$ cat src/design/assert_macros.svh
// assertion macros used by the codec design file
`ifndef ASSERT_MACROS_SVH
`define ASSERT_MACROS_SVH
`ifndef NO_ASSERTIONS
// check outside reset
`define ARGC_ASSERT(lbl, prop, msg) \
   lbl: assert property (@(posedge clock) disable iff (reset) prop) else $error(msg);
// check on every edge, reset included
`define ARGC_ASSERT_ALWAYS(lbl, prop, msg) \
   lbl: assert property (@(posedge clock) prop) else $error(msg);
`else
`define ARGC_ASSERT(lbl, prop, msg)
`define ARGC_ASSERT_ALWAYS(lbl, prop, msg)
`endif
`endif

$ cat src/design/argc_ram.sv
module argc_ram #(
   parameter int WIDTH = 8,
   parameter int DEPTH = 256
) (
   input  logic                     clock,
   input  logic                     wr_en,
   input  logic [$clog2(DEPTH)-1:0] wr_addr,
   input  logic [WIDTH-1:0]         wr_data,
   input  logic [$clog2(DEPTH)-1:0] rd_addr,
   output logic [WIDTH-1:0]         rd_data
);

   logic [WIDTH-1:0] mem_ff [DEPTH];
   logic [WIDTH-1:0] rd_data_ff;

   // one write port, registered read port
   always_ff @(posedge clock) begin
      if (wr_en) mem_ff[wr_addr] <= wr_data;
      rd_data_ff <= mem_ff[rd_addr];
   end

   assign rd_data = rd_data_ff;

endmodule

$ cat config.mk
export PLATFORM = sky130hd
export DESIGN_NAME = argc_ram
export DESIGN_NICKNAME = d
export VERILOG_FILES = /design/src/design/assert_macros.svh /design/src/design/argc_ram.sv
export SDC_FILE = /design/constraint.sdc
export NUM_CORES = 2
export LEC_CHECK = 0
export BUFFER_PORTS_ARGS = -buffer_cell sky130_fd_sc_hd__buf_2
export CAP_MARGIN = 5
export CORE_MARGIN = 2
export CORE_UTILIZATION = 45
export DETAILED_ROUTE_END_ITERATION = 6
export SYNTH_ARGS = -nofsm -noshare
export SYNTH_HDL_FRONTEND = slang
export SYNTH_SLANG_ARGS = --single-unit
$ cat constraint.sdc
create_clock -name clock -period 4.2 [get_ports clock]
set_input_delay 0.42 -clock clock [delete_from_list [all_inputs] [get_ports clock]]
set_output_delay 0.42 -clock clock [all_outputs]
set_load 0.005 [all_outputs]
==> results.py <==
metrics = {
    "run_status": {
        "status": "finished clean",
    },
    "worst_setup_path": {
        "critical_path.top_delay_family": "simple AND/OR/NAND/NOR gates",
        "reg2reg_from": "mem_ff[27][5]",
        "r2r_slack_ns": 1.49,
        "cp_data_required_time_ns": 4.88,
        "cpMostUsedCell": "a21oi_1",
        "worst-path-buf-inv": 3,
        "rr_worst_depth": 6,
        "worstSetupEndpointType": "flop",
        "crit_path_start_kind": "input port",
        "crit_chain": "buf_8, buf_12, buf_4, mux4_2, a21oi_1, a21oi_1, nor4_1, nor4_2",
        "path_class": "input port to flop",
        "reg2reg_to": "rd_data[5]",
        "slowest_delay_ns": 1.00,
        "slowest_stage": "nor4_1",
        "cp_data_arrival_time_ns": 3.77,
        "worst-path-max-fanout": 37,
    },
    "timing": {
        "finalCritPeriodShare_pct": 73.6,
        "finalSetupTns_ns": 0,
        "hold_viol": 0,
        "report.final.slew_viol_count": 0,
        "rsz0062_at_grt": "false",
        "finalWorstSetupSlack_ns": 1.11,
        "post-route-min-period_ns": 3.09,
        "whs_ns": 0.0548,
        "final-setup-viol-count": 0,
        "max_freq_mhz": 324,
        "tightest_slew_ns": 1.25,
        "max_slew_margin_pct": 16.5,
        "fin_skew_ns": 0.0283,
    },
    "floorplanning": {
        "dieHeight_um": 424,
        "initial_core_util_pct": 45.2,
        "core_sq_um": 176000,
        "rows": 154,
        "io_pins": 34,
        "die-area_sq_um": 180000,
        "die_w_um": 424,
    },
    "power": {
        "power_switching_share_pct": 21.7,
        "finalPower_mw": 42.0,
        "pwr-share-seq_pct": 54.0,
        "p_per_area_nw_per_um2": 468,
        "combPwrFrac_pct": 5.0,
        "power_frac_clock_pct": 41.0,
        "power_switching_mw": 9.10,
        "ir_drop_mv": 0.489,
        "leakage_nw": 27.9,
        "p_int_mw": 32.9,
    },
    "grt": {
        "grt_overflow": 0,
        "top_usage_layer": "met2",
        "grt_antenna_before_repair": 7,
        "grt_pass1_wl_um": 289000,
        "grt_max_degree": 133,
        "grt.met3_usage_pct": 4.20,
        "grt_pass1_vias": 39111,
        "grtUsageTotal_pct": 22.4,
        "globalRouteMet1Util_pct": 33.4,
        "met2_usage_pct": 34.0,
    },
    "detailed_routing": {
        "vias": 39442,
        "dr.first_iter.drc_count": 4752,
        "wl_um": 201000,
        "viasPerCell": 6.06,
        "wl_per_cell_um": 30.9,
        "ant_nets": 0,
        "dr.pass1.iters": 6,
        "drcViolationCount": 0,
    },
    "place": {
        "place_area_sq_um": 83500,
        "place_congestion": 0.875,
        "post-dp-hpwl_um": 126000,
        "dp_slack_ns": 0.164,
        "port_buffers": 33,
    },
    "logic_synthesis": {
        "ys.flop_type": "edfxtp_1",
        "ys_types": 55,
        "synth-edff-count": 2048,
        "ys_seq_elements": 2056,
        "netlist_instances": 3733,
        "async_flop_share_pct": 0,
        "ys_seq_area_share_pct": 77.5,
        "syn-num-nets": 3759,
        "yosysWarnings": 0,
        "synth.cell_area_sq_um": 79600,
        "avgSynthCellArea_sq_um": 21.3,
    },
    "hold_path": {
        "hold_path_depth": 1,
        "min_path_type": "input port to flop",
        "min_from": "wr_data[7]",
        "hold_end": "mem_ff[63][7]",
    },
    "job": {
        "maxCapViolCount": 0,
    },
    "clock_tree": {
        "clock_latency_ns": 0.84,
        "cts_root_buffer": "clkbuf_16",
        "clock_sinks": 2056,
        "clk_path_buf_depth": 3,
        "cts.clk_slew.worst_paths_ns": 0.06,
        "cts_buffers": 210,
        "postCtsSetupRepairBufs": 0,
        "cts_tree": "done",
        "htree_levels": 4,
    },
    "layout": {
        "nNetsFinal": 4017,
        "syn2layout_area_growth_pct": 12.9,
        "drive_above_1_share_pct": 24.6,
        "fin_area_sq_um": 89800,
    },
}
-- worst max-delay path by stage --
stage                     cells past startpoint  slack, ns       start    endpoint
after CTS                                     8       1.07  rd_addr[0]  rd_data[6]
after detailed placement                      8       0.16  rd_addr[0]  rd_data[6]
after global routing                          8       0.98  rd_addr[0]  rd_data[6]
final                                         8       1.11  rd_addr[0]  rd_data[6]
after global placement                        8       0.20  rd_addr[0]  rd_data[6]
after floorplan                               9       1.84  rd_addr[0]  rd_data[2]
-- state kept, by name, summed over array words and instances, names as in the netlist --
signal / cells
rd_data: 8
mem_ff: 2048
-- power by group through the flow --
stage	Combinational [mW]	Sequential, mW	Clock [mW]
2_1_floorplan	1.10	23.1	0
3_3_place_gp	2.10	23.1	0
3_5_place_dp	2.12	23.1	0
4_1_cts	2.12	22.7	17.5
5_1_grt	2.22	22.7	18.3
6_report	2.11	22.7	17.2
-- layout make-up --
| cell class | instances | area [sq um] |
|---|---|---|
| repair buffers | 279 | 2450 |
| inverters | 2 | 7.51 |
| clock inverters | 110 | 689 |
| fillers | 13808 | 86100 |
| multi-input cells | 1442 | 16500 |
| clock buffers | 279 | 5580 |
| flip-flops and latches | 2056 | 61700 |
| well taps | 2340 | 2930 |
| diodes | 1 | 2.50 |
-- through the flow --
| step | instances | util (%) |
|---|---|---|
| global route | 6508 | 51.1 |
| floorplan | 3733 | - |
| global placement | 6116 | 47.5 |
| finish | 6509 | 51.1 |
| CTS | 6508 | 51.1 |
| detailed placement | 6116 | 47.5 |
-- repair_timing --
item                      in CTS  in global routing
hold buffers                   3                  0
gates resized for setup        0                  0
hold endpoints to repair      57                  0
-- layout by cell type, fill, tap and decap left out, types with 8 or more instances in the layout --
cell,count
nor2b_1,28
buf_12,26
clkinv_1,55
a22o_1,8
o211ai_1,10
dfxtp_1,8
clkbuf_1,66
inv_6,8
o221ai_1,46
a22oi_1,133
nor2_1,279
clkbuf_16,213
edfxtp_1,2048
nand3_1,28
nor4_1,24
nand2_1,33
a211oi_1,16
buf_8,9
buf_4,219
mux2i_1,134
nand2b_1,8
nor3_1,22
o21ai_0,10
a21oi_1,96
buf_2,21
o22ai_1,28
nand4_1,10
a221oi_1,13
clkinv_2,38
mux4_2,454
-- cell families after synthesis --
kind of cell / Yosys count / synth area share, %
AO/OA/AOI/OAI: 385 / 3.42
buffers and inverters: 235 / 1.83
flip-flops: 2056 / 77.5
multiplexers: 591 / 14.6
AND/OR/NAND/NOR: 466 / 2.63
-- synth_stat cells (all sizes together), types with 8 or more instances --
cell type | count | area share [%]
edfxtp | 2048 | 77
mux4 | 456 | 13
nor2 | 282 | 1.3
mux2i | 134 | 1.7
a22oi | 133 | 1.3
buf | 122 | 1.3
clkbuf | 111 | 0.52
a21oi | 96 | 0.60
o221ai | 47 | 0.53
nand3 | 34 | 0.21
nand2 | 33 | 0.16
nor2b | 31 | 0.24
o22ai | 28 | 0.22
nor4 | 27 | 0.24
nor3 | 22 | 0.14
a211oi | 16 | 0.15
a221oi | 14 | 0.16
o21ai | 12 | 0.075
nand4 | 10 | 0.079
o211ai | 10 | 0.094
a22o | 8 | 0.088
dfxtp | 8 | 0.20
nand2b | 8 | 0.063
-- layer usage --
metal | part of all wire (%) | vias to the layer above
li1 | - | 16239
met5 | 0.017 | -
met1 | 42 | 21137
met4 | 2.4 | 4
met2 | 47 | 1772
met3 | 8.6 | 290
(Power assumes the default switching activity.)
