==> src/design/assert_macros.svh <==
// assertion macros used by the codec design file
`ifndef ASSERT_MACROS_SVH
`define ASSERT_MACROS_SVH
`ifndef NO_ASSERTIONS
// check outside reset
`define ARGC_ASSERT(lbl, prop, msg) \
   lbl: assert property (@(posedge clock) disable iff (reset) prop) else $error(msg);
// check on every edge, reset included
`define ARGC_ASSERT_ALWAYS(lbl, prop, msg) \
   lbl: assert property (@(posedge clock) prop) else $error(msg);
`else
`define ARGC_ASSERT(lbl, prop, msg)
`define ARGC_ASSERT_ALWAYS(lbl, prop, msg)
`endif
`endif

==> src/design/argc_pkg.sv <==
package argc_pkg;

   // sizes
   localparam int SYMBOLS         = 256;
   localparam int SYM_BITS        = $clog2(SYMBOLS);
   localparam int COUNT_BITS      = 32;
   localparam int VALUE_BITS      = 9;
   localparam int LEN_BITS        = 5;
   localparam int RUN_BITS        = 4;
   localparam int RUN_MAX         = 15;
   localparam int VALUE_ZEROS_MAX = 8;

   // operation and result kind codes
   localparam logic OP_ENCODE   = 1'b0;
   localparam logic OP_DECODE   = 1'b1;
   localparam logic KIND_ENCODE = 1'b0;
   localparam logic KIND_DECODE = 1'b1;

   typedef struct packed {
      logic                  operation;
      logic [VALUE_BITS-1:0] symbol_in;
      logic                  code_bit;
   } req_type;

   typedef struct packed {
      logic                  result_kind;
      logic [VALUE_BITS-1:0] code_value;
      logic [LEN_BITS-1:0]   code_length;
      logic [VALUE_BITS-1:0] decoded_symbol;
      logic                  decode_error;
   } rsp_type;

   // control broadcast to every rank cell
   typedef struct packed {
      logic                  cmp;
      logic                  wr;
      logic [COUNT_BITS-1:0] cnt;
      logic [SYM_BITS-1:0]   to;
      logic [SYM_BITS-1:0]   from;
   } cell_ctl_type;

   // gamma codeword length 2L-1 of a value
   function automatic logic [LEN_BITS-1:0] gamma_len(input logic [VALUE_BITS-1:0] v);
      logic [RUN_BITS-1:0] n;
      n = '0;
      for (int i = 0; i < VALUE_BITS; i++) begin
         if (v[i]) n = RUN_BITS'(i + 1);
      end
      return {n, 1'b0} - LEN_BITS'(1);
   endfunction

   // index of the single set bit of a one-hot vector
   function automatic logic [SYM_BITS-1:0] first_index(input logic [SYMBOLS-1:0] oh);
      logic [SYM_BITS-1:0] idx;
      idx = '0;
      for (int i = 0; i < SYMBOLS; i++) begin
         if (oh[i]) idx = idx | SYM_BITS'(i);
      end
      return idx;
   endfunction

endpackage

==> src/design/argc_cell.sv <==
module argc_cell (
   input  logic                          clock,
   input  logic                          reset,
   input  logic [argc_pkg::SYM_BITS-1:0] cell_index,
   input  argc_pkg::cell_ctl_type        ctl,
   input  logic                          lt_prev,
   output logic                          lt,
   output logic                          first
);

   logic [argc_pkg::COUNT_BITS-1:0] count_ff;
   logic                            lt_ff;

   // count of the symbol at this rank, and whether it is below the broadcast count
   always_ff @(posedge clock) begin
      if (reset) begin
         count_ff <= '0;
         lt_ff    <= 1'b0;
      end else begin
         if (ctl.cmp) lt_ff <= (count_ff < ctl.cnt);
         if (ctl.wr) begin
            if (cell_index == ctl.to) begin
               count_ff <= ctl.cnt;
            end else if (cell_index == ctl.from) begin
               count_ff <= ctl.cnt - argc_pkg::COUNT_BITS'(1);
            end
         end
      end
   end

   // counts fall along the row, so the first lower cell is found from the neighbour
   assign lt    = lt_ff;
   assign first = lt_ff & ~lt_prev;

endmodule

==> config.mk <==
export PLATFORM = sky130hd
export DESIGN_NAME = argc_cell
export DESIGN_NICKNAME = d
export VERILOG_FILES = /design/src/design/assert_macros.svh /design/src/design/argc_pkg.sv /design/src/design/argc_cell.sv
export SDC_FILE = /design/constraint.sdc
export NUM_CORES = 1
export LEC_CHECK = 0
export ABC_AREA = 0
export BUFFER_PORTS_ARGS = -buffer_cell sky130_fd_sc_hd__buf_2
export CAP_MARGIN = 20
export CORE_ASPECT_RATIO = 0.5
export CORE_MARGIN = 2
export CORE_UTILIZATION = 40
export DETAILED_ROUTE_END_ITERATION = 8
export MAX_ROUTING_LAYER = met4
export SLEW_MARGIN = 10
export SYNTH_ARGS = -nofsm -noshare
export SYNTH_HDL_FRONTEND = slang
export SYNTH_SLANG_ARGS = --single-unit
==> constraint.sdc <==
create_clock -name clock -period 5.1 [get_ports clock]
set_clock_uncertainty 0.2 [all_clocks]
set_input_delay 0.255 -clock clock [delete_from_list [all_inputs] [get_ports clock]]
set_output_delay 0.255 -clock clock [all_outputs]
set_load 0.01 [all_outputs]
==> out/results.tsv <==
metric	value	unit
pin count of the biggest net entering global routing	62	
ANT nets after route	0	
Post-Synth Simple-Gate Area	0.2160	
DR vias/cell	5.177	
commonest register cell after synthesis	dfxtp_1	
Synth Area in XOR/XNOR	0.1306	
Hold WC Path Type	primary input to flip-flop	
Pins Over Slew Limit	0	
crit-path max FO	8	
CTS sink cnt	33	
Die X	119.8	um
clock period minus worst slack	2.993	ns
Final WS setup	2.107	ns
clk slew on worst S/H paths	0.05	ns
Filler cells	655	
Distinct cells, synth	39	
post-CTS setup buffers	0	
PwrDens	205.6	nW/um^2
Clock Root Buffer	clkbuf_16	
critical path type	primary input to flip-flop	
Final Hold Fails	0	
initial antenna violation count	0	
DIE AREA	7417	um^2
Synth Register Bits	33	
area fraction in compound gates after synthesis	0.1866	
DR DRC count	0	
wire per inst	13.48	um
core area	6595	um^2
Ys Warns	0	
synthesized area	2683	um^2
layout cell share with drive strength beyond 1	0.2005	
beginning of the worst hold path	ctl[49]	
placer congestion estimate	0.7998	
Hold Crit Depth	3	
period utilization	0.5869	
first-pass GRT wire length	10.70	mm
register area share after synthesis	0.2463	
Syn Area/Cell	7.890	um^2
IR drop worst, VDD	0.0001334	V
All-Layer GR Usage	0.1900	
FFs w/ async S/R, synth	0	
via count	2542	
Initial Utilization	0.4068	
CP required	5.07	ns
clock network latency to the later pin of the worst-skew pair	0.28	ns
Die Y	61.91	um
crit path from	ctl[28]	
syn nets	433	
CTS tree	built	
Cell Rows	21	
Setup-failing EPs final	0	
routed wire length	6.620	mm
Area Growth Syn to Fin	20.38	%
max_slew headroom	0.3325	
Ports	63	
Placement Setup Slack	1.721	ns
Synth Instances	340	
# diodes	0	
reg2reg start	count_ff[13]	
Post-synth EDFFs	0	
R2R depth	6	
unrepaired setup endpoints after global routing	no	
status	finished clean	
crit path DAT	2.96	ns
CP endpoint kind	flip-flop	
maxcap violations	0	
deepest clock path buffer count	2	
Max Freq	334.1	MHz
Adder-Cell Fraction of Synth Area	0.1493	
nets@finish	492	
port bufs	62	
number of detailed-route iterations in the first pass	4	
Initial DRC Count	119	
vias in the first global route	2356	
slew at the pin closest to its max-slew limit	0.9969	ns
multiplexer area fraction after synthesis	0.003731	
TNS Setup	0	ns
Leakage	0.001390	uW
global route overflow	0	
cts bufs inserted	5	
H-tree levels	2	
main combinational cell family by area after synthesis	simple AND/OR/NAND/NOR gates	
HPWL Detailed	5.245	mm
CP Launch Type	primary input	
## metrics by stage
stage	hold slack (ns)	utilization	instance area (um^2)	cells	total power, uW
2_1_floorplan	0.1506	-	2683	340	325.4
3_3_place_gp	0.2654	0.4627	3052	481	369.8
3_5_place_dp	0.2855	0.4627	3052	481	372.9
4_1_cts	0.05227	0.4859	3204	489	671.9
5_1_grt	0.04939	0.4897	3229	491	696.1
6_report	0.05653	0.4897	3229	491	664.0
## final cells by class
cell class | count | area (um^2) | area share
clock buffer | 7 | 142.6 | 0.04417
multi-input combinational | 261 | 1842 | 0.5703
timing repair buffer | 65 | 345.3 | 0.1069
sequential | 33 | 660.6 | 0.2046
inverter | 33 | 123.9 | 0.03836
tap | 92 | 115.1 | 0.03564
## placed cells by master, fill, tap and decap left out, types with 4 or more instances in the layout
cell type  synthesis  layout
ha_1              32      32
buf_2              1      62
inv_1             33      33
nand3_1            5       5
a211oi_1          26      26
nor3_1            12      12
nand4_1           13      13
dfxtp_1           33      33
a21o_1             6       6
nor4_1             7       7
nand2_1           10      10
clkbuf_16          0       5
xnor2_1           40      40
or3_1              4       4
nor2_1            44      44
a21oi_1           17      17
o21ai_0           10      10
## critical path: stages
cell and delay, ns:
buf_2 0.12, or3_1 0.50, or3_4 0.46, or3_4 0.41
or3_4 0.39, or4_1 0.50, a311oi_1 0.31
## worst paths after layout
kind / endpoint / slack (ns)
worst max-delay path: count_ff[31] / 2.11
worst min-delay path: lt / 0.06
worst max register to register: lt / 3.41
worst min register to register: count_ff[13] / 0.30
## routing by layer
metal  vias up  track usage  part of all wire
met5         -            -                 0
met4         0      0.04034            0.0071
met3         4      0.03193             0.042
met2        58       0.3208              0.45
met1      1141       0.2459              0.50
li1       1339            -                 -
## cells by family after synthesis
logic type / Yosys count
adder cells (fa/ha/maj): 32
multiplexers: 1
AND/OR/NAND/NOR: 113
XOR/XNOR: 40
flip-flops: 33
buffers and inverters: 46
AO/OA/AOI/OAI: 75
## repair_timing
action                    CTS  global route
gates resized for setup     0             0
hold buffers                1             0
hold endpoints to repair    2             0
## sequential cells by signal (all words and copies together), names as in the netlist
register and flops:
count_ff 32, lt 1
## where the power goes
group	leakage [uW]	total, uW	internal [uW]	switching (uW)
Combinational	0.00105	106	49.1	56.7
Sequential	0.000266	262	261	1.58
Clock	0.0000700	296	192	105
Total	0.00139	664	501	163
## cells in the mapped netlist (10+ instances only)
cell	n	share of area
a211oi_1	26	0.073
a21oi_1	17	0.032
clkbuf_1	11	0.015
dfxtp_1	33	0.25
ha_1	32	0.15
inv_1	33	0.046
nand2_1	10	0.014
nand4_1	13	0.030
nor2_1	44	0.062
nor3_1	12	0.022
o21ai_0	10	0.019
xnor2_1	40	0.13
(Power assumes the default switching activity.)
